`config.mk`:
```
export PLATFORM = sky130hd
export DESIGN_NAME = bbds_queue
export DESIGN_NICKNAME = d
export VERILOG_FILES = /design/src/hw/rtl/bbds_pkg.sv /design/src/hw/rtl/bbds_queue.sv
export SDC_FILE = /design/constraint.sdc
export NUM_CORES = 1
export LEC_CHECK = 0
export ABC_AREA = 1
export BUFFER_PORTS_ARGS = -buffer_cell sky130_fd_sc_hd__buf_2
export CORE_ASPECT_RATIO = 0.75
export CORE_MARGIN = 5
export CORE_UTILIZATION = 52
export CTS_CLUSTER_DIAMETER = 60
export DETAILED_ROUTE_END_ITERATION = 8
export PLACE_DENSITY_LB_ADDON = 0.08
export SYNTH_ARGS = -nofsm -noshare
export SYNTH_HDL_FRONTEND = slang
export SYNTH_SLANG_ARGS = --single-unit
```
`constraint.sdc`:
```
create_clock -name clk -period 4 [get_ports clk]
set_input_delay 0.2 -clock clk [delete_from_list [all_inputs] [get_ports clk]]
set_output_delay 0.2 -clock clk [all_outputs]
set_load 0.01 [all_outputs]
```
`src/hw/rtl/bbds_pkg.sv`:
```
package bbds_pkg;

	// Line store depth: the widest frame the block can hold.
	localparam int LINE_DEPTH = 4096;
	localparam int COL_W = $clog2(LINE_DEPTH);
	localparam int ROW_W = 16;

	localparam int WIDTH_REG_W = 13;
	localparam int HEIGHT_REG_W = 16;
	localparam int CFG_DATA_W = 16;
	localparam int CFG_IDX_W = 2;

	localparam logic [CFG_IDX_W-1:0] REG_FRAME_WIDTH = 2'd0;
	localparam logic [CFG_IDX_W-1:0] REG_FRAME_HEIGHT = 2'd1;

	localparam logic [WIDTH_REG_W-1:0] WIDTH_RESET = 13'd640;
	localparam logic [HEIGHT_REG_W-1:0] HEIGHT_RESET = 16'd480;

	localparam int QUEUE_DEPTH = 4;
	localparam int QPTR_W = $clog2(QUEUE_DEPTH);
	localparam int QCNT_W = $clog2(QUEUE_DEPTH + 1);

	// Bit positions of the result kinds an item can cause, in delivery order.
	localparam int RES_CENTER = 0;
	localparam int RES_EDGE = 1;
	localparam int RES_BOTTOM = 2;
	localparam int RES_CORNER = 3;
	localparam int RES_KINDS = 4;

	typedef struct packed {
		logic [7:0] blue;
		logic [7:0] green;
		logic [7:0] red;
	} rgb_t;

	typedef struct packed {
		rgb_t ctr;
		rgb_t smooth;
		rgb_t mid;
		rgb_t prev;
		rgb_t cur;
		logic [ROW_W-1:0] row;
		logic [COL_W-1:0] col;
		logic [RES_KINDS-1:0] kinds;
	} job_t;

	typedef struct packed {
		logic push;
		job_t job;
	} q_push_t;

	typedef struct packed {
		logic valid;
		job_t job;
	} q_head_t;

	// Last column index for a programmed width, with zero and oversize clamped.
	function automatic logic [COL_W-1:0] eff_wm1(input logic [WIDTH_REG_W-1:0] w);
		logic [31:0] wx;
		wx = 32'(w);
		if (wx == 32'd0) begin
			return '0;
		end else if (wx > 32'(LINE_DEPTH)) begin
			return COL_W'(LINE_DEPTH - 1);
		end else begin
			return COL_W'(wx - 32'd1);
		end
	endfunction

	function automatic logic [ROW_W-1:0] eff_hm1(input logic [HEIGHT_REG_W-1:0] h);
		if (h == '0) begin
			return '0;
		end else begin
			return ROW_W'(h - HEIGHT_REG_W'(1));
		end
	endfunction

endpackage

```
`src/hw/rtl/bbds_queue.sv`:
```
module bbds_queue (
	input logic clk,
	input logic arst_n,
	input bbds_pkg::q_push_t q_push,
	input logic pop,
	output bbds_pkg::q_head_t head,
	output logic [bbds_pkg::QCNT_W-1:0] count
);

	function automatic logic [bbds_pkg::QPTR_W-1:0] next_ptr(
		input logic [bbds_pkg::QPTR_W-1:0] p);
		if (p == bbds_pkg::QPTR_W'(bbds_pkg::QUEUE_DEPTH - 1)) begin
			return '0;
		end else begin
			return p + bbds_pkg::QPTR_W'(1);
		end
	endfunction

	bbds_pkg::job_t slot_q [bbds_pkg::QUEUE_DEPTH];
	logic [bbds_pkg::QPTR_W-1:0] wr_ptr_q;
	logic [bbds_pkg::QPTR_W-1:0] rd_ptr_q;
	logic [bbds_pkg::QCNT_W-1:0] count_q;

	// The front never pushes into a full queue; it counts its own items in flight.
	always_ff @(posedge clk or negedge arst_n) begin
		if (!arst_n) begin
			wr_ptr_q <= '0;
			rd_ptr_q <= '0;
			count_q <= '0;
		end else begin
			if (q_push.push) begin
				wr_ptr_q <= next_ptr(wr_ptr_q);
			end
			if (pop) begin
				rd_ptr_q <= next_ptr(rd_ptr_q);
			end
			case ({q_push.push, pop})
				2'b10: count_q <= count_q + bbds_pkg::QCNT_W'(1);
				2'b01: count_q <= count_q - bbds_pkg::QCNT_W'(1);
				default: count_q <= count_q;
			endcase
		end
	end

	always_ff @(posedge clk) begin
		if (q_push.push) begin
			slot_q[wr_ptr_q] <= q_push.job;
		end
	end

	assign head.valid = count_q != '0;
	assign head.job = slot_q[rd_ptr_q];
	assign count = count_q;

endmodule

```
==> results of run 1 <==
-- power groups by stage --
stage | Clock, mW | Sequential (mW) | Combinational [mW]
after global placement | 0 | 8.67 | 7.04
after detailed placement | 0 | 8.69 | 7.16
after global routing | 5.71 | 8.63 | 8.03
after floorplan | 0 | 8.66 | 4.84
after CTS | 5.41 | 8.56 | 7.31
final | 5.27 | 8.55 | 7.15
-- worst paths after layout --
| path | from | to | slack, ns |
|---|---|---|---|
| setup reg to reg | wr_ptr_q[0] | slot_q[0][79] | 2.06 |
| min in group asynchronous | arst_n | rd_ptr_q[0] | 0.60 |
| setup / recovery | rd_ptr_q[0] | head[33] | 1.32 |
| max in group asynchronous | arst_n | rd_ptr_q[0] | 3.09 |
| hold / removal | q_push[149] | slot_q[0][149] | 0.36 |
| hold reg to reg | count[2] | count[2] | 0.50 |
-- registers in the layout, summed over array words and instances, names as in the netlist --
register,count
slot_q,608
count,3
rd_ptr_q,2
wr_ptr_q,2
-- cell type report --
cell class,instances,area share (%)
timing repair buffer,494,11.3
clock inverter,28,0.907
multi-input combinational,1096,15.6
inverter,317,3.98
tap,639,2.62
clock buffer,74,5.03
sequential,615,60.5
antenna,5,0.0410
-- logic make-up (layout without fill, tap and decap cells) --
logic type,after synthesis,after routing,synth area share (%)
xor+xnor,1,1,0.0350
buf+inv,419,913,7.29
other cells,0,5,0
fa+ha+maj,7,7,0.380
flops,615,615,73.7
simple gates,931,931,14.0
compound gates,157,157,4.66
-- routing by layer --
metal / vias up / wire length [µm]
li1: 7885 / -
met1: 7211 / 22200
met2: 323 / 24700
met3: 71 / 2740
met4: 2 / 903
met5: - / 13
-- critical path, stage by stage, from the launching register on --
cell	delay [ns]
dfrtp_4	0.73
buf_12	0.47
nor2_1	0.10
nor2_1	0.11
nand2_1	0.05
nand2_1	0.11
buf_2	0.15
-- metrics by stage --
step	worst slack, ns	cell area [µm²]	hold WS (ns)	utilization (%)
2_1_floorplan	0.638	25000	-0.0956	-
3_3_place_gp	1.98	27100	0.0478	57.1
3_5_place_dp	1.94	27100	0.0500	57.1
4_1_cts	1.29	30500	0.304	64.2
5_1_grt	1.12	30500	0.331	64.2
6_report	1.32	30500	0.360	64.2
-- timing repair --
action                                 4_1_cts  5_1_grt
endpoints found under the hold margin      619        0
gates resized for setup                      0        0
setup buffers                                0        0
hold buffers                               156        0
-- cell usage after synthesis, drive strengths merged --
| cell | instances |
|---|---|
| o21ai | 3 |
| xnor2 | 1 |
| nand4 | 1 |
| nand3 | 1 |
| clkbuf | 6 |
| o211ai | 152 |
| ha | 6 |
| a21oi | 2 |
| dfrtp | 7 |
| buf | 96 |
| edfxtp | 608 |
| inv | 317 |
| nand2 | 623 |
| nor2 | 306 |
| fa | 1 |
==> flow_summary_export.csv, run 1 <==
group,metric,value,unit
status,status,"finished, final reports clean",
cells_and_area,drive_gt1_share,15.9,%
synth,ys_seq_area_share,73.7,%
place,dp.cells,3005,
sta,setup_viol,0,
synth,synthCells,2130,
worst_setup_path,worstPathMaxFanout,145,
floorplanning,coreArea,47500,µm²
cells_and_area,finalNetCount,2745,
cells_and_area,final_common_cell,"nand2_1",
place,port_buffers,311,
routing,via_count,15500,
synth,synth_seq_cells,615,
worst_hold_path,hold_path.class,"input pin to flip-flop",
power,p_sw_share,34.4,%
floorplanning,die_area,52700,µm²
worst_hold_path,min_path_cells,2,
synth,avgSynthCellArea,11.7,µm²
cts,clockBufferDepth,3,
cts,root_buffer,"clkbuf_16",
sta,clock_skew,0.0164,ns
cells_and_area,regArea,18400,µm²
floorplanning,die_h,200,µm
synth,synth_top_area_share,73.0,%
place,place_congestion,0.770,
sta,fin_setup_tns,0,ns
routing,drc_errors,0,
sta,fin_crit_sh,67.0,%
routing,dr.pass1.iters,5,
global_routing,grt_use_met1,25.3,%
sta,fmax,0.373,GHz
cts,cts_tree,"yes",
cts,clock_sinks,615,
power,intPower,13.8,mW
cts,cts-htree-levels,2,
cells_and_area,fillCellCount,3623,
sta,relSlewSlack,42.8,%
sta,rsz0062_at_grt,"false",
power,power_frac_clock,25.1,%
global_routing,grt.total_usage,18.8,%
floorplanning,pin_count,312,
power,vdd_drop_max,0.468,mV
synth,syn_area,25000,µm²
synth,synth_warnings,0,
cts,cts_buffers,58,
synth,syn_nets,2293,
floorplanning,die_w,263,µm
cells_and_area,multi_input_area,4770,µm²
power,switchingPower,7.22,mW
worst_setup_path,crit_arrival,2.48,ns
global_routing,top_usage_layer,"met2",
cts,clkTransAtPathRegs,0.06,ns
sta,layout_min_cycle_time,2.68,ns
global_routing,grt_pass1_vias,14900,
synth,synth.distinct_cells,18,
cts,clk_latency,0.59,ns
routing,wl_per_cell,15.5,µm
sta,finalMaxSlewViolations,0,
sta,final-hold-violation-count,0,
power,pwr-share-comb,34.1,%
worst_setup_path,crit_path_start_kind,"flip-flop",
synth,synth.area.top_cells,"edfxtp_1 (73%), nand2_1 (9.3%), inv_1 (4.7%), nor2_1 (4.6%), o211ai_1 (4.6%)",
global_routing,antenna_found_initial,5,
cells_and_area,stdcell_count,3268,
power,p_seq_share,40.8,%
run,drv_cap,0,
global_routing,overflow,0,
routing,drtIter0Drc,883,
worst_setup_path,reg2reg_depth,5,
worst_setup_path,cp-end-kind,"output pin",
cells_and_area,area_growth,21.9,%
worst_setup_path,critPathRequiredTime,3.80,ns
power,power_density,688,nW/µm²
worst_setup_path,worstSetupPathType,"flip-flop to output pin",
routing,routed_wl,50600,µm
global_routing,grt_max_degree,146,
power,p_total,21.0,mW
synth,synth_top_cell_by_area,"edfxtp_1",
global_routing,use_met2,32.5,%
floorplanning,start_util,52.7,%
place,hpwl,29800,µm
cells_and_area,final_cell_mix,"nand2_1 (623), edfxtp_1 (608), inv_1 (312)",
floorplanning,core.rowCount,69,
routing,viasPerCell,4.74,
power,p_leak,12.7,nW
routing,ant_nets,0,
sta,worst_slew_pin_slew,0.857,ns
global_routing,use_met3,3.59,%
global_routing,grt_pass1_wl,79700,µm
Power figures use the tool's default switching activity.
==> run 2, diff against run 1 <==
Settings changed: ABC_AREA 1 to 0, CORE_UTILIZATION 52 to 51.
Clock period 4 ns to 2.3 ns, I/O delays scaled along.
==> run 2 against run 1 <==
Register-to-register slack got worse by 1.5 ns; core utilization increased by 2.7 points; routed wire length decreased by 5.2%; first-iteration DRC count decreased by 21%; final cell count decreased by 38%; via count decreased by 30%; critical endpoint is now head[80]; largest cell class unchanged.
==> flow_summary_export.csv, run 2 <==
group,metric,value,unit
cts,cts_tree,"yes",
place,dpl_cell_area,25100,µm²
power,p_leak,10.1,nW
sta,worst_slew_pin_slew,0.501,ns
cells_and_area,utilization,67.0,%
synth,ys_async_sr_fraction,1.14,%
sta,layout_min_cycle_time,2.27,ns
global_routing,grt.total_usage,19.6,%
routing,ant_nets,0,
sta,finalMaxSlewViolations,0,
floorplanning,die_h,191,µm
synth,ys_seq_area_share,82.7,%
global_routing,grt_pass1_wl,71400,µm
synth,synthFlopType,"edfxtp_1",
cells_and_area,finalNetCount,1553,
cts,cts_buffers,56,
routing,drtIter0Drc,698,
synth,synth_edf_count,608,
cells_and_area,largest_register,"slot_q",
cts,clock_sinks,615,
synth,synth.area.top_cells,"edfxtp_1 (82%), mux4_2 (15%), dfrtp_1 (0.79%), buf_2 (0.40%), buf_6 (0.40%)",
sta,setup_viol,0,
cells_and_area,drive_gt1_share,43.6,%
worst_setup_path,path_common_cell,"buf_12",
power,vdd_drop_max,1.02,mV
synth,synth_seq_cells,615,
sta,final-hold-violation-count,0,
cells_and_area,multi_input_area,3650,µm²
worst_setup_path,rr_startpoint,"wr_ptr_q[0]",
worst_setup_path,cp_num_buf_inv,4,
worst_setup_path,critPathRequiredTime,2.18,ns
routing,routed_wl,48000,µm
cts,root_buffer,"clkbuf_16",
synth,synth_top_area_share,81.9,%
sta,clock_skew,0.0126,ns
cts,clk_latency,0.56,ns
routing,viasPerCell,5.38,
floorplanning,die_area,48000,µm²
synth,synth_top_cell_by_area,"edfxtp_1",
cells_and_area,final_cell_mix,"edfxtp_1 (608), buf_2 (277), dlygate4sd3_1 (156)",
cells_and_area,area_growth,30.0,%
routing,dr.pass1.iters,4,
worst_setup_path,crit_slowest_cell,"mux4_2",
sta,fin_crit_sh,98.6,%
global_routing,grt_pass1_vias,11600,
routing,wl_per_cell,23.9,µm
sta,relSlewSlack,66.6,%
floorplanning,start_util,51.5,%
cells_and_area,final_area,29000,µm²
synth,syn_area,22300,µm²
global_routing,antenna_found_initial,5,
place,hpwl,30500,µm
worst_setup_path,worstSetupPathType,"flip-flop to output pin",
cells_and_area,largest_reg_flops,608,
floorplanning,coreArea,43300,µm²
cells_and_area,final_common_cell,"edfxtp_1",
worst_setup_path,crit_arrival,2.15,ns
power,power_density,1230,nW/µm²
worst_setup_path,worstSetupStartpoint,"rd_ptr_q[0]",
global_routing,grt_max_degree,66,
routing,drc_errors,0,
worst_setup_path,crit_path_start_kind,"flip-flop",
worst_setup_path,critPathTopFamily,"buffers and inverters",
floorplanning,pin_count,312,
synth,synth.top_cells.by_count,"edfxtp_1 (608), mux4_2 (152), buf_2 (18)",
worst_setup_path,crit_chain,"buf_12 > buf_12 > buf_16 > mux4_2 > buf_6",
sta,whs,0.291,ns
place,port_buffers,311,
sta,rsz0062_at_grt,"true",
worst_setup_path,cp_slowest_stage_delay,0.53,ns
synth,yosysMostFrequentCell,"edfxtp_1",
cts,clkTransAtPathRegs,0.06,ns
worst_hold_path,min-delay-start,"q_push[11]",
place,place_congestion,0.775,
status,status,"finished, final reports clean",
worst_hold_path,hold_path.class,"input pin to flip-flop",
floorplanning,core.rowCount,66,
sta,fmax,0.441,GHz
worst_setup_path,cp-end-kind,"output pin",
cts,cts-htree-levels,2,
sta,fin_setup_tns,0,ns
worst_setup_path,worstPathMaxFanout,11,
synth,synth.distinct_cells,19,
synth,avgSynthCellArea,26.9,µm²
cells_and_area,fillCellCount,2795,
synth,synthCells,828,
synth,synth_warnings,0,
floorplanning,die_w,251,µm
synth,syn_nets,991,
run,drv_cap,0,
routing,via_count,10800,
cts,clockBufferDepth,3,
cells_and_area,regArea,18400,µm²
global_routing,overflow,0,
==> run 2: repair_timing <==
action / CTS / global route
hold buffers: 156 / 0
endpoints found under the setup margin: 148 / 103
buffers inserted: 7 / 1
endpoints found under the hold margin: 620 / 0
cloned: 1 / 2
resized for setup: 30 / 17
==> run 2: cell type report <==
| class | instances | area share (%) |
|---|---|---|
| multi-input combinational | 176 | 12.6 |
| clock inverter | 35 | 1.35 |
| clock buffer | 63 | 5.00 |
| tap | 578 | 2.50 |
| timing repair buffer | 538 | 14.9 |
| sequential | 615 | 63.6 |
| inverter | 3 | 0.0389 |
| antenna | 3 | 0.0259 |
==> run 2: path summary, 6_finish.rpt <==
kind                            cells after the start  slack [ns]            end
worst max-delay path                                5        0.03       head[80]
worst min-delay path                                2        0.29  slot_q[2][11]
worst max register to register                      4        0.57  slot_q[0][35]
worst min register to register                      1        0.49       count[2]
max in group asynchronous                           3        1.43    rd_ptr_q[1]
min in group asynchronous                           3        0.55    rd_ptr_q[0]
==> run 2: routing by layer <==
layer | wire (µm) | part of all wire, % | up-vias | global-route usage [%]
li1 | - | - | 4728 | -
met5 | 28 | 0.058 | - | 0
met3 | 2860 | 6.0 | 59 | 4.61
met2 | 23500 | 49 | 279 | 31.6
met4 | 769 | 1.6 | 6 | 3.76
met1 | 20800 | 43 | 5738 | 28.3
==> run 2: worst register-to-register path: cells and delay by family (launching register included) <==
family / cells / cell delay [ns]
AND/OR/NAND/NOR: 1 / 0.40
buffers and inverters: 2 / 0.40
adder cells (fa/ha/maj): 1 / 0.15
flip-flops: 1 / 0.41
==> run 2: report_power, final <==
group	switching, mW	internal, mW
combinational	5.73	5.75
clock	3.84	5.50
sequential	0.483	14.3
total	10.0	25.6
==> run 2: through the flow <==
step	cells	power [mW]	setup WS, ns
5_1_grt	2010	37.3	-0.0677
2_1_floorplan	828	21.0	0.163
3_5_place_dp	1743	25.5	0.421
6_report	2011	35.6	0.0331
3_3_place_gp	1743	25.4	0.455
4_1_cts	2005	35.7	-0.0662
==> run 2: kinds of logic (layout without fill, tap and decap cells) <==
logic type	after synthesis	in the layout	share of synthesized area (%)
buffers and inverters	37	639	1.01
other	0	3	0
flip-flops	615	615	82.7
AND/OR/NAND/NOR	9	9	0.219
multiplexers	155	155	15.5
AO/OA/AOI/OAI	2	2	0.0449
adder cells (fa/ha/maj)	7	7	0.427
XOR/XNOR	3	3	0.118
