File: src/hw/rtl/bbds_pkg.sv
package bbds_pkg;

	// Line store depth: the widest frame the block can hold.
	localparam int LINE_DEPTH = 4096;
	localparam int COL_W = $clog2(LINE_DEPTH);
	localparam int ROW_W = 16;

	localparam int WIDTH_REG_W = 13;
	localparam int HEIGHT_REG_W = 16;
	localparam int CFG_DATA_W = 16;
	localparam int CFG_IDX_W = 2;

	localparam logic [CFG_IDX_W-1:0] REG_FRAME_WIDTH = 2'd0;
	localparam logic [CFG_IDX_W-1:0] REG_FRAME_HEIGHT = 2'd1;

	localparam logic [WIDTH_REG_W-1:0] WIDTH_RESET = 13'd640;
	localparam logic [HEIGHT_REG_W-1:0] HEIGHT_RESET = 16'd480;

	localparam int QUEUE_DEPTH = 4;
	localparam int QPTR_W = $clog2(QUEUE_DEPTH);
	localparam int QCNT_W = $clog2(QUEUE_DEPTH + 1);

	// Bit positions of the result kinds an item can cause, in delivery order.
	localparam int RES_CENTER = 0;
	localparam int RES_EDGE = 1;
	localparam int RES_BOTTOM = 2;
	localparam int RES_CORNER = 3;
	localparam int RES_KINDS = 4;

	typedef struct packed {
		logic [7:0] blue;
		logic [7:0] green;
		logic [7:0] red;
	} rgb_t;

	typedef struct packed {
		rgb_t ctr;
		rgb_t smooth;
		rgb_t mid;
		rgb_t prev;
		rgb_t cur;
		logic [ROW_W-1:0] row;
		logic [COL_W-1:0] col;
		logic [RES_KINDS-1:0] kinds;
	} job_t;

	typedef struct packed {
		logic push;
		job_t job;
	} q_push_t;

	typedef struct packed {
		logic valid;
		job_t job;
	} q_head_t;

	// Last column index for a programmed width, with zero and oversize clamped.
	function automatic logic [COL_W-1:0] eff_wm1(input logic [WIDTH_REG_W-1:0] w);
		logic [31:0] wx;
		wx = 32'(w);
		if (wx == 32'd0) begin
			return '0;
		end else if (wx > 32'(LINE_DEPTH)) begin
			return COL_W'(LINE_DEPTH - 1);
		end else begin
			return COL_W'(wx - 32'd1);
		end
	endfunction

	function automatic logic [ROW_W-1:0] eff_hm1(input logic [HEIGHT_REG_W-1:0] h);
		if (h == '0) begin
			return '0;
		end else begin
			return ROW_W'(h - HEIGHT_REG_W'(1));
		end
	endfunction

endpackage

File: src/hw/rtl/bbds_if.sv


interface bbds_result_if;
	logic valid;
	logic ready;
	logic [7:0] out_red;
	logic [7:0] out_green;
	logic [7:0] out_blue;
	logic [15:0] out_row;
	logic [11:0] out_col;
	logic frame_done;
	logic run_end;

	modport source (output valid, output out_red, output out_green, output out_blue,
		output out_row, output out_col, output frame_done, output run_end, input ready);
	modport sink (input valid, input out_red, input out_green, input out_blue,
		input out_row, input out_col, input frame_done, input run_end, output ready);
endinterface

File: src/hw/rtl/bbds_back.sv
module bbds_back (
	input logic clk,
	input logic arst_n,
	input bbds_pkg::q_head_t head,
	output logic pop,
	bbds_result_if.source result
);

	function automatic logic [7:0] sharpen_ch(input logic [7:0] v, input logic [7:0] s);
		logic [7:0] d;
		logic [8:0] o;
		d = (v >= s) ? v - s : s - v;
		o = {1'b0, v} + {1'b0, d};
		return o[8] ? 8'hFF : o[7:0];
	endfunction

	logic [bbds_pkg::RES_KINDS-1:0] done_q;
	logic [bbds_pkg::RES_KINDS-1:0] pend;
	logic [bbds_pkg::RES_KINDS-1:0] sel;
	logic [bbds_pkg::RES_KINDS-1:0] rest;
	logic load;
	bbds_pkg::rgb_t sharp;
	bbds_pkg::rgb_t pix;
	logic [bbds_pkg::ROW_W-1:0] row;
	logic [bbds_pkg::COL_W-1:0] col;
	logic [bbds_pkg::ROW_W-1:0] rm1;
	logic [bbds_pkg::COL_W-1:0] cm1;

	logic res_v_q;
	bbds_pkg::rgb_t pix_q;
	logic [bbds_pkg::ROW_W-1:0] row_q;
	logic [bbds_pkg::COL_W-1:0] col_q;
	logic frame_done_q;
	logic run_end_q;

	// Results of the head item go out lowest kind first, one per cycle while the result port is not stalled.
	always_comb begin
		pend = head.job.kinds & ~done_q;
		sel = pend & (~pend + bbds_pkg::RES_KINDS'(1));
		rest = pend & ~sel;
		load = head.valid && (!res_v_q || result.ready);
		pop = load && (rest == '0);

		sharp.red = sharpen_ch(head.job.ctr.red, head.job.smooth.red);
		sharp.green = sharpen_ch(head.job.ctr.green, head.job.smooth.green);
		sharp.blue = sharpen_ch(head.job.ctr.blue, head.job.smooth.blue);
		rm1 = head.job.row - bbds_pkg::ROW_W'(1);
		cm1 = head.job.col - bbds_pkg::COL_W'(1);

		if (sel[bbds_pkg::RES_CENTER]) begin
			pix = sharp;
			row = rm1;
			col = cm1;
		end else if (sel[bbds_pkg::RES_EDGE]) begin
			pix = head.job.mid;
			row = rm1;
			col = head.job.col;
		end else if (sel[bbds_pkg::RES_BOTTOM]) begin
			pix = head.job.prev;
			row = head.job.row;
			col = cm1;
		end else begin
			pix = head.job.cur;
			row = head.job.row;
			col = head.job.col;
		end
	end

	always_ff @(posedge clk or negedge arst_n) begin
		if (!arst_n) begin
			done_q <= '0;
			res_v_q <= 1'b0;
		end else begin
			if (load) begin
				done_q <= pop ? '0 : (done_q | sel);
				res_v_q <= 1'b1;
			end else if (result.ready) begin
				res_v_q <= 1'b0;
			end
		end
	end

	always_ff @(posedge clk) begin
		if (load) begin
			pix_q <= pix;
			row_q <= row;
			col_q <= col;
			frame_done_q <= sel[bbds_pkg::RES_CORNER];
			run_end_q <= rest == '0;
		end
	end

	assign result.valid = res_v_q;
	assign result.out_red = pix_q.red;
	assign result.out_green = pix_q.green;
	assign result.out_blue = pix_q.blue;
	assign result.out_row = row_q;
	assign result.out_col = col_q;
	assign result.frame_done = frame_done_q;
	assign result.run_end = run_end_q;

endmodule

File: src/flat_wrapper.sv
// flat-port wrapper written by rule: the top's interface ports become plain ports
module bbds_back_flat 
  (clk, arst_n, head, pop, result_valid, result_out_red, result_out_green, result_out_blue, result_out_row, result_out_col, result_frame_done, result_run_end, result_ready);
  bbds_result_if result_i ();
  input logic clk;
  input logic arst_n;
  input bbds_pkg::q_head_t head;
  output logic pop;
  output wire logic [$bits(result_i.valid)-1:0] result_valid;
  output wire logic [$bits(result_i.out_red)-1:0] result_out_red;
  output wire logic [$bits(result_i.out_green)-1:0] result_out_green;
  output wire logic [$bits(result_i.out_blue)-1:0] result_out_blue;
  output wire logic [$bits(result_i.out_row)-1:0] result_out_row;
  output wire logic [$bits(result_i.out_col)-1:0] result_out_col;
  output wire logic [$bits(result_i.frame_done)-1:0] result_frame_done;
  output wire logic [$bits(result_i.run_end)-1:0] result_run_end;
  input wire logic [$bits(result_i.ready)-1:0] result_ready;
  assign result_valid = result_i.valid;
  assign result_out_red = result_i.out_red;
  assign result_out_green = result_i.out_green;
  assign result_out_blue = result_i.out_blue;
  assign result_out_row = result_i.out_row;
  assign result_out_col = result_i.out_col;
  assign result_frame_done = result_i.frame_done;
  assign result_run_end = result_i.run_end;
  assign result_i.ready = result_ready;
  bbds_back u_core (.clk(clk), .arst_n(arst_n), .head(head), .pop(pop), .result(result_i));
endmodule
File: config.mk
export PLATFORM = sky130hd
export DESIGN_NAME = bbds_back_flat
export DESIGN_NICKNAME = d
export VERILOG_FILES = /design/src/hw/rtl/bbds_pkg.sv /design/src/hw/rtl/bbds_if.sv /design/src/hw/rtl/bbds_back.sv /design/src/flat_wrapper.sv
export SDC_FILE = /design/constraint.sdc
export NUM_CORES = 1
export LEC_CHECK = 0
export BUFFER_PORTS_ARGS = -buffer_cell sky130_fd_sc_hd__buf_2
export CORE_MARGIN = 1.5
export CORE_UTILIZATION = 30
export DETAILED_ROUTE_END_ITERATION = 8
export HOLD_SLACK_MARGIN = 0.06
export PLACE_DENSITY = 0.6
export SLEW_MARGIN = 20
export SYNTH_ARGS = -nofsm -noshare
export SYNTH_HDL_FRONTEND = slang
export SYNTH_SLANG_ARGS = --single-unit
File: constraint.sdc
create_clock -name clk -period 2.9 [get_ports clk]
set_input_delay 0.145 -clock clk [delete_from_list [all_inputs] [get_ports clk]]
set_output_delay 0.145 -clock clk [all_outputs]
set_load 0.03 [all_outputs]
==> results of run 1 <==
synthesized netlist by cell type, types with 3 or more instances:
library cell  count
a21oi_1          24
o21ai_0          43
clkbuf_1         11
nor3_1           10
xor2_1           27
a31oi_2           4
edfxtp_1         54
buf_2             4
inv_1            73
nand2b_1         11
mux2_2            9
a21o_1           13
mux2_4            3
xnor2_1          29
o21ai_1           3
nand3_1          30
nor4_1            5
fa_1              9
nor2b_1           8
nand2_1          85
a22oi_1          22
a211o_1           4
mux2i_1           8
or4_1             3
a31oi_1           5
nor2_1           19
ha_1             68
dfrtp_1           5
sequential cells by signal, summed over array words and instances (netlist names):
| name | cells |
|---|---|
| u_core.result.frame_done | 1 |
| u_core.result.out_green | 8 |
| u_core.result.out_row | 16 |
| u_core.result.valid | 1 |
| u_core.result.out_col | 12 |
| u_core.result.out_red | 8 |
| u_core.result.run_end | 1 |
| u_core.result.out_blue | 8 |
| u_core.done_q | 4 |
cell families (layout without fill, tap and decap cells):
family          Yosys count  count (layout)  share of synthesized area (%)
compound gates          152             152                           18.1
xor+xnor                 56              56                           8.44
mux                      20              20                           3.90
fa+ha+maj                78              78                           17.9
flops                    59              59                           30.1
buf+inv                  92             466                           6.29
simple gates            187             188                           15.3
area by class of cell:
class,instances,area share (%)
multi-input cells,494,45.4
repair buffers,377,25.8
flip-flops and latches,59,18.8
well taps,260,3.50
inverters,73,3.35
clock buffers,11,2.61
clock inverters,5,0.579
critical path, stage by stage:
cell	delay, ns
buf_8	0.11
inv_12	0.04
ha_4	0.11
inv_2	0.04
fa_2	0.34
a21oi_2	0.16
o221ai_2	0.11
a221oi_2	0.27
buf_4	0.21
mux2_4	0.33
a21oi_4	0.11
a2bb2oi_2	0.15
ha_1	0.25
o21ai_2	0.07
a21boi_1	0.08
o21a_1	0.18
or2_4	0.25
a31oi_4	0.27
a22oi_1	0.12
worst paths after layout:
check	from	to	slack [ns]	cells after the start
min	head[1]	u_core.done_q[1]	0.09	3
max reg2reg	u_core.done_q[0]	u_core.result.out_col[11]	0.78	6
min in group asynchronous	arst_n	u_core.done_q[0]	0.18	2
max in group asynchronous	arst_n	u_core.done_q[3]	2.55	2
max	head[144]	u_core.result.out_blue[0]	-0.39	19
min reg2reg	u_core.done_q[1]	u_core.done_q[1]	0.49	2
where the power goes:
part	switching, mW	internal, mW
clock network	0.364	0.684
logic	1.30	1.20
registers	0.0368	1.07
total	1.70	2.96
layer usage:
layer	track usage [%]	vias to the layer above	share of wire (%)
met4	3.74	2	1.4
met1	21.9	2720	43
li1	-	3030	-
met3	3.73	23	6.0
met5	0	-	0.066
met2	31.8	173	49
stage by stage:
step | TNS [ns] | power, mW | util, % | cells | hold slack [ns]
2_1_floorplan | -7.93 | 2.48 | - | 644 | -0.151
3_3_place_gp | -16.28 | 3.32 | 44.9 | 1244 | -0.00842
3_5_place_dp | -17.69 | 3.35 | 44.9 | 1244 | -0.00597
4_1_cts | -6.51 | 4.51 | 47.8 | 1274 | 0.0775
5_1_grt | -10.59 | 4.96 | 49.4 | 1279 | 0.0970
6_report | -6.62 | 4.66 | 49.4 | 1279 | 0.0926
what timing repair did:
| action | 4_1_cts | 5_1_grt |
|---|---|---|
| setup buffers | 11 | 6 |
| setup endpoints to repair | 24 | 24 |
| resized for setup | 36 | 44 |
| pin swaps | 46 | 35 |
| hold buffers | 2 | 0 |
| gates cloned | 1 | 0 |
| hold endpoints to repair | 6 | 0 |
==> metrics.cfg, run 1 <==
[synth]
async_flop_share_pct=8.47
netlist_instances=644
syn-cell-area_um2=5810
synthTopCellsByArea=edfxtp_1 28%, ha_1 15%, nand2_1 5.5%
ys_ff_latch=59
synth_top_area_share_pct=27.9
synth.avg_cell_area_um2=9.02
yosysSeqAreaShare_pct=30.1
synthFlopType=edfxtp_1
ys_types=68
synth_edf_count=54
ys_warn_count=0
yosys.area.top_type=edfxtp_1
synth.net_count=877

[timing]
slew_viol_final=0
skew_ns=0.00841
worst_pin_slew_ns=0.465
rsz0062_at_grt=yes
slew-limit-headroom_pct=68.7
setup_slack_ns=-0.391
fmax_ghz=0.304
fin_crit_ns=3.29
hold_violations=0
fin_crit_sh_pct=113
setup_viol=24

[detailed_routing]
wl_per_cell_um=14.2
drc=0
ant_nets=0
drt-total-wl_um=18200
viasPerCell=4.65
first_pass_iters=4
drtIter0Drc=152
vias=5948

[placed_design]
dpl_cell_area_um2=8450
portBuffers=211
dpl_worst_slack_ns=-0.836
gp_congestion=0.909
place_hpwl_um=14700

[layout]
fin_nets=1247
regArea_um2=1750
area_growth_pct=60.0
fin_area_um2=9300
drive_gt1_share_pct=49.1
layout_commonest_cell=buf_2
final_cell_mix=208 x buf_2, 156 x buf_4, 84 x nand2_1, 66 x inv_1, 58 x ha_1
n_antenna_cell=0
multiInputGateArea_um2=4220
fillers=1772

[critical_path]
end_kind=flip-flop
arrival_ns=3.35
required_ns=2.96
crit_fanout=7
path_class=in -> reg
critPathLaunchType=input pin

[floorplan]
ios=212
start_util_pct=30.9
dieArea_um2=20200
die_h_um=142
num_rows=50
die_w_um=142
coreArea_um2=18800

[global_route]
grt_usage_pct=17.8
grt_max_degree=42
antenna_found_initial=1
grt_remaining_overflow=0
grt_pass1_wl_um=28200
grt_pass1_vias=5807

[pwr]
ir_drop_mv=0.226
total_leakage_power_nw=4.49
power_density_nw_per_um2=501

[clocking]
cts.htree.levels=3
path_clk_slew_ns=0.05
clock_latency_ns=0.33
numCtsBuffers=9
cts_sinks=59
cts_tree=built
cts_buffer_depth=2
root_buffer=clkbuf_16

[outcome]
status=finished with violations
violations=negative setup slack

[hold_path]
worstHoldPathType=in -> reg

[job]
drv_cap=0

No activity file was read; power rests on OpenSTA's default activity.
==> inputs of run 2 (changes only) <==
CAP_MARGIN = 25   (was unset)
SKIP_CTS_REPAIR_TIMING = 1   (was unset)
clock period = 3.05 ns   (was 2.9 ns; I/O delays follow)
==> run 2 against run 1 <==
Compared with the run above: the run still ends with negative setup slack left; utilization is 0.60 points lower; combinational power shrank 7%; critical path depth is 1 lower; clock skew shrank 0.0046 ns; first-iteration DRC count is 30% higher; register-to-register slack about the same; total power decreased by 4.4%; cell count hardly changed; largest cell class unchanged; largest power group unchanged.
==> metrics.cfg, run 2 (same netlist as run 1, synthesis figures left out) <==
[outcome]
status=finished with violations  ; unchanged
violations=negative setup slack  ; unchanged

[layout]
layout_commonest_cell=buf_2  ; unchanged
largest_register_ffs=16  ; unchanged
drive_gt1_share_pct=47.9  ; was 49.1%
area_growth_pct=58.0  ; was 60.0%
fillers=1749  ; was 1772
fin_nets=1245  ; was 1247
final_cell_count_no_fill=1278  ; was 1279
final_cell_mix=208 x buf_2, 156 x buf_4, 84 x nand2_1, 65 x inv_1, 63 x ha_1  ; was 208 x buf_2, 156 x buf_4, 84 x nand2_1, 66 x inv_1, 58 x ha_1

[global_route]
grt_remaining_overflow=0  ; unchanged
grt_max_degree=40  ; was 42
antenna_found_initial=1  ; unchanged
grt_pass1_wl_um=27100  ; was 28200 um
grt_pass1_vias=5646  ; was 5807
grt_usage_pct=17.0  ; was 17.8%

[critical_path]
reg2reg_to=u_core.result.out_row[14]  ; was u_core.result.out_col[11]
reg2reg_depth=7  ; was 6
ff2ff_setup_slack_ns=0.77  ; was 0.78 ns
arrival_ns=3.49  ; was 3.35 ns
path_class=in -> reg  ; unchanged
end_kind=flip-flop  ; unchanged
critPathLaunchType=input pin  ; unchanged
crit_fanout=7  ; unchanged
required_ns=3.11  ; was 2.96 ns
r2r-start=u_core.done_q[1]  ; was u_core.done_q[0]

[pwr]
clockPowerShare_pct=24.4  ; was 22.5%
power.share.switching_pct=36.2  ; was 36.6%
combPwrFrac_pct=52.0  ; was 53.7%
power_switching_mw=1.61  ; was 1.70 mW
power_density_nw_per_um2=485  ; was 501 nW/um2
p_int_mw=2.84  ; was 2.96 mW
ir_drop_mv=0.250  ; was 0.226 mV
total_leakage_power_nw=4.49  ; about the same
p_seq_share_pct=23.6  ; was 23.8%

[placed_design]
gp_congestion=0.838  ; was 0.909
place_hpwl_um=14500  ; was 14700 um
post-place-cells=1241  ; was 1244
dpl_worst_slack_ns=-0.756  ; was -0.836 ns
portBuffers=211  ; unchanged

[clocking]
path_clk_slew_ns=0.06  ; was 0.05 ns
cts_sinks=59  ; unchanged
cts_tree=built  ; unchanged
root_buffer=clkbuf_16  ; unchanged
cts_buffer_depth=2  ; unchanged
clock_latency_ns=0.33  ; about the same
cts.htree.levels=3  ; unchanged
numCtsBuffers=9  ; unchanged

[floorplan]
coreArea_um2=18800  ; unchanged
die_w_um=142  ; unchanged
die_h_um=142  ; unchanged
ios=212  ; unchanged
start_util_pct=30.9  ; unchanged
dieArea_um2=20200  ; unchanged
num_rows=50  ; unchanged

[detailed_routing]
first_pass_iters=4  ; unchanged
vias=5930  ; was 5948
drtIter0Drc=197  ; was 152
drc=0  ; unchanged
ant_nets=0  ; unchanged
viasPerCell=4.64  ; was 4.65
drt-total-wl_um=18100  ; was 18200 um
wl_per_cell_um=14.1  ; was 14.2 um

[timing]
setup_slack_ns=-0.377  ; was -0.391 ns
rsz0062_at_grt=yes  ; unchanged
fin_crit_ns=3.43
hold_violations=0  ; unchanged
fmax_ghz=0.292
skew_ns=0.00381  ; was 0.00841 ns
fin_crit_sh_pct=112
setup_viol=24  ; unchanged
slew_viol_final=0  ; unchanged
slew-limit-headroom_pct=53.1  ; was 68.7%
worst_pin_slew_ns=0.702  ; was 0.465 ns

[job]
drv_cap=0  ; unchanged

[hold_path]
hp-start=result_ready  ; was head[1]
worstHoldPathType=in -> reg  ; unchanged
holdPathStages=3  ; unchanged
hold_path_end=u_core.result.valid  ; was u_core.done_q[1]

run 2: changes by cell type in the layout (fill, tap and decap cells not counted), moves of 3 or more:
cell / previous run / this run
ha_4: 10 / 4
o21ai_0: 33 / 36
ha_1: 58 / 63
a21oi_1: 13 / 17
o21ai_2: 7 / 3
run 2: power groups by stage:
stage | clock network, mW | registers, mW | logic (mW)
2_1_floorplan | 0 | 1.22 | 1.14
3_3_place_gp | 0 | 1.06 | 2.07
3_5_place_dp | 0 | 1.06 | 2.09
4_1_cts | 1.11 | 1.05 | 2.10
5_1_grt | 1.14 | 1.06 | 2.53
6_report | 1.09 | 1.05 | 2.32
run 2: layout make-up:
cell class | count | area [um2] | share of cell area (%)
antenna | 1 | 2.50 | 0.0272
clock buffer | 9 | 225 | 2.45
clock inverter | 7 | 91.3 | 0.994
inverter | 73 | 317 | 3.45
multi-input combinational | 493 | 4100 | 44.6
sequential | 59 | 1750 | 19.0
tap | 260 | 325 | 3.54
timing repair buffer | 376 | 2380 | 25.9
run 2: layer usage:
metal	vias up	share of wire [%]	track usage, %
met2	170	48	29.9
met4	2	1.6	5.53
met5	-	0.061	0
met3	20	5.7	2.56
li1	3033	-	-
met1	2705	44	21.3
run 2: critical path, stage by stage:
cell and delay [ns]:
buf_12 0.11, inv_12 0.04, ha_4 0.12, inv_4 0.03
fa_2 0.36, a21oi_2 0.19, o221ai_2 0.13, a221oi_2 0.22
buf_4 0.20, buf_4 0.12, mux2_4 0.31, xor2_1 0.15
ha_1 0.30, a21boi_1 0.13, o21a_1 0.20, or2_4 0.27
a31oi_4 0.31, a22oi_2 0.13
run 2: worst max-delay path by stage:
stage                    from                         end  slack, ns  cells after the start
floorplan           head[136]  u_core.result.out_green[7]      -0.31                     17
global placement    head[136]  u_core.result.out_green[1]      -0.67                     17
detailed placement  head[136]  u_core.result.out_green[1]      -0.76                     17
CTS                 head[136]  u_core.result.out_green[1]      -0.42                     17
global route        head[144]   u_core.result.out_blue[1]      -0.52                     18
finish              head[144]   u_core.result.out_blue[1]      -0.38                     18
run 2: through the flow:
stage | hold slack (ns) | cell area (um2) | TNS (ns) | util [%] | power [mW]
6_report | 0.107 | 9190 | -5.72 | 48.8 | 4.46
5_1_grt | 0.117 | 9180 | -9.04 | 48.8 | 4.73
4_1_cts | -0.368 | 8740 | -6.80 | 46.4 | 4.26
3_5_place_dp | -0.0189 | 8420 | -15.13 | 44.7 | 3.16
3_3_place_gp | -0.0169 | 8420 | -13.46 | 44.7 | 3.13
2_1_floorplan | -0.143 | 6040 | -4.56 | - | 2.36
==> inputs of run 3 (changes only) <==
CORE_MARGIN = unset   (was 1.5)
PLACE_DENSITY = unset   (was 0.6)
PLACE_DENSITY_LB_ADDON = 0.3   (was unset)
==> run 3 against run 2 <==
Compared with the run above: the flow still finishes with violations (negative setup slack); global-route usage increased by 0.14 points; design area fell by 1.4%; fmax grew 1.6%; register-to-register slack improved by 0.27 ns; hold slack got worse by 0.0030 ns; sequential power is essentially flat; cell count shrank 0.16%; utilization shrank 0.68 points; die area decreased by 1.4%; first-iteration DRC count shrank 12%; sequential share of layout area increased by 0.27 points; total power down 2.0%.
==> metrics.cfg, run 3 (same netlist as run 1, synthesis figures left out) <==
[critical_path]
reg2reg_depth=7  ; unchanged
path_class=in -> reg  ; unchanged
ff2ff_setup_slack_ns=1.04  ; was 0.77 ns
slowest_stage=fa_2  ; unchanged
required_ns=3.12  ; was 3.11 ns
end_kind=flip-flop  ; unchanged
max_stage_delay_ns=0.37  ; was 0.36 ns
reg2reg_to=u_core.result.out_row[14]  ; unchanged
arrival_ns=3.44  ; was 3.49 ns
path_delay_family=compound AO/OA/AOI/OAI gates  ; unchanged
crit_fanout=6  ; was 7
crit_chain=buf_12, inv_12, ha_4, inv_4, fa_2, a21oi_2, o221ai_2, a221oi_2, buf_4, mux2_4, a31oi_2, o211ai_2, xor2_1, ha_1, a211o_1, a31oi_4, buf_6, a22oi_1  ; was buf_12, inv_12, ha_4, inv_4, fa_2, a21oi_2, o221ai_2, a221oi_2, buf_4, buf_4, mux2_4, xor2_1, ha_1, a21boi_1, o21a_1, or2_4, a31oi_4, a22oi_2
r2r-start=u_core.done_q[0]  ; was u_core.done_q[1]
critPathLaunchType=input pin  ; unchanged
cp_num_buf_inv=5  ; unchanged

[timing]
setup_slack_ns=-0.323  ; was -0.377 ns
fmax_ghz=0.296  ; was 0.292 GHz
rsz0062_at_grt=yes  ; unchanged
worst_pin_slew_ns=0.498  ; was 0.702 ns
slew_viol_final=0  ; unchanged
setup_viol=24  ; unchanged
slew-limit-headroom_pct=66.4  ; was 53.1%
fin_crit_ns=3.37  ; was 3.43 ns
fin_crit_sh_pct=111  ; was 112%
skew_ns=0.00842  ; was 0.00381 ns
hold_violations=0  ; unchanged

[clocking]
root_buffer=clkbuf_16  ; unchanged
clock_latency_ns=0.33  ; about the same
cts_sinks=59  ; unchanged
cts.htree.levels=3  ; unchanged
cts_buffer_depth=2  ; unchanged
cts_tree=built  ; unchanged
numCtsBuffers=9  ; unchanged
path_clk_slew_ns=0.05  ; was 0.06 ns

[detailed_routing]
vias=5851  ; was 5930
drc=0  ; unchanged
highest_layer=met5  ; unchanged
wl_met3_um=961  ; was 1030 um
routedLengthMet1_um=7400  ; was 7990 um
wl_per_cell_um=13.6  ; was 14.1 um
ant_nets=0  ; unchanged
drtIter0Drc=174  ; was 197
first_pass_iters=4  ; unchanged
viasPerCell=4.59  ; was 4.64
wl_met2_um=8780  ; was 8750 um
drt-total-wl_um=17300  ; was 18100 um

[placed_design]
portBuffers=211  ; unchanged
gp_congestion=0.845  ; was 0.838
post-place-cells=1239  ; was 1241
dpl_worst_slack_ns=-0.731  ; was -0.756 ns
dpl_cell_area_um2=8410  ; was 8420 um2
place_hpwl_um=14300  ; was 14500 um

[pwr]
total_leakage_power_nw=4.45  ; was 4.49 nW
clockPowerShare_pct=24.9  ; was 24.4%
total_power_mw=4.37  ; was 4.46 mW
p_int_mw=2.80  ; was 2.84 mW
combPwrFrac_pct=51.1  ; was 52.0%
p_seq_share_pct=24.0  ; was 23.6%
power_switching_mw=1.57  ; was 1.61 mW
ir_drop_mv=0.227  ; was 0.250 mV
power_density_nw_per_um2=482  ; was 485 nW/um2
power.share.switching_pct=35.9  ; was 36.2%

[floorplan]
dieArea_um2=19900  ; was 20200 um2
die_w_um=141  ; was 142 um
start_util_pct=30.9  ; unchanged
ios=212  ; unchanged
die_h_um=141  ; was 142 um
num_rows=50  ; unchanged
coreArea_um2=18800  ; unchanged

[global_route]
grt_usage_pct=17.1  ; was 17.0%
antenna_found_initial=1  ; unchanged
grt_pass1_wl_um=26900  ; was 27100 um
grt_max_degree=54  ; was 40
grt_remaining_overflow=0  ; unchanged
grt_pass1_vias=5724  ; was 5646

[layout]
layout_commonest_cell=buf_2  ; unchanged
fillers=1819  ; was 1749
final_cell_mix=209 x buf_2, 157 x buf_4, 84 x nand2_1, 66 x inv_1, 63 x ha_1  ; was 208 x buf_2, 156 x buf_4, 84 x nand2_1, 65 x inv_1, 63 x ha_1
drive_gt1_share_pct=46.8  ; was 47.9%
fin_nets=1244  ; was 1245
n_antenna_cell=0  ; was 1
fin_area_um2=9060  ; was 9190 um2
area_growth_pct=55.8  ; was 58.0%
final_cell_count_no_fill=1276  ; was 1278
largest_register_ffs=16  ; unchanged

[hold_path]
hp-start=result_ready  ; unchanged
hold_path_end=u_core.result.valid  ; unchanged
worstHoldPathType=in -> reg  ; unchanged
holdPathStages=3  ; unchanged

[job]
drv_cap=0  ; unchanged

[outcome]
status=finished with violations  ; unchanged
violations=negative setup slack  ; unchanged

[run 3: cell type report]
type / instances / area (um2) / area share, %
well taps: 260 / 325 / 3.59
clock inverters: 7 / 91.3 / 1.01
flip-flops and latches: 59 / 1750 / 19.3
inverters: 73 / 314 / 3.47
repair buffers: 375 / 2350 / 25.9
clock buffers: 9 / 225 / 2.49
multi-input cells: 493 / 4010 / 44.2
[run 3: power groups by stage]
stage / combinational [mW] / clock, mW / sequential [mW]
after floorplan: 1.14 / 0 / 1.22
after global placement: 2.06 / 0 / 1.07
after detailed placement: 2.09 / 0 / 1.06
after CTS: 2.09 / 1.11 / 1.05
after global routing: 2.45 / 1.14 / 1.06
final: 2.23 / 1.09 / 1.05
[run 3: worst max path at each step]
stage	slack [ns]	cells after the start	from	endpoint
floorplan	-0.31	17	head[136]	u_core.result.out_green[7]
CTS	-0.42	18	head[136]	u_core.result.out_green[7]
detailed placement	-0.73	18	head[136]	u_core.result.out_green[7]
global placement	-0.67	18	head[136]	u_core.result.out_green[7]
finish	-0.32	18	head[136]	u_core.result.out_green[2]
global route	-0.51	20	head[136]	u_core.result.out_green[3]
[run 3: through the flow]
stage	utilization, %	setup TNS, ns	hold slack (ns)
finish	48.1	-5.52	0.104
global route	48.1	-9.06	0.115
CTS	46.3	-7.07	-0.354
detailed placement	44.7	-15.15	-0.000753
global placement	44.7	-14.17	-0.00289
floorplan	-	-4.56	-0.143
[run 3: metal layers]
metal	track usage (%)	vias up
met4	3.72	2
met2	31.9	166
met3	3.06	16
met5	0	-
li1	-	3022
met1	20.3	2645
[run 3: tightest hold or removal path: cells and delay by family]
family | cells | cell delay [ns]
AND/OR/NAND/NOR | 2 | 0.16
buffers and inverters | 1 | 0.07
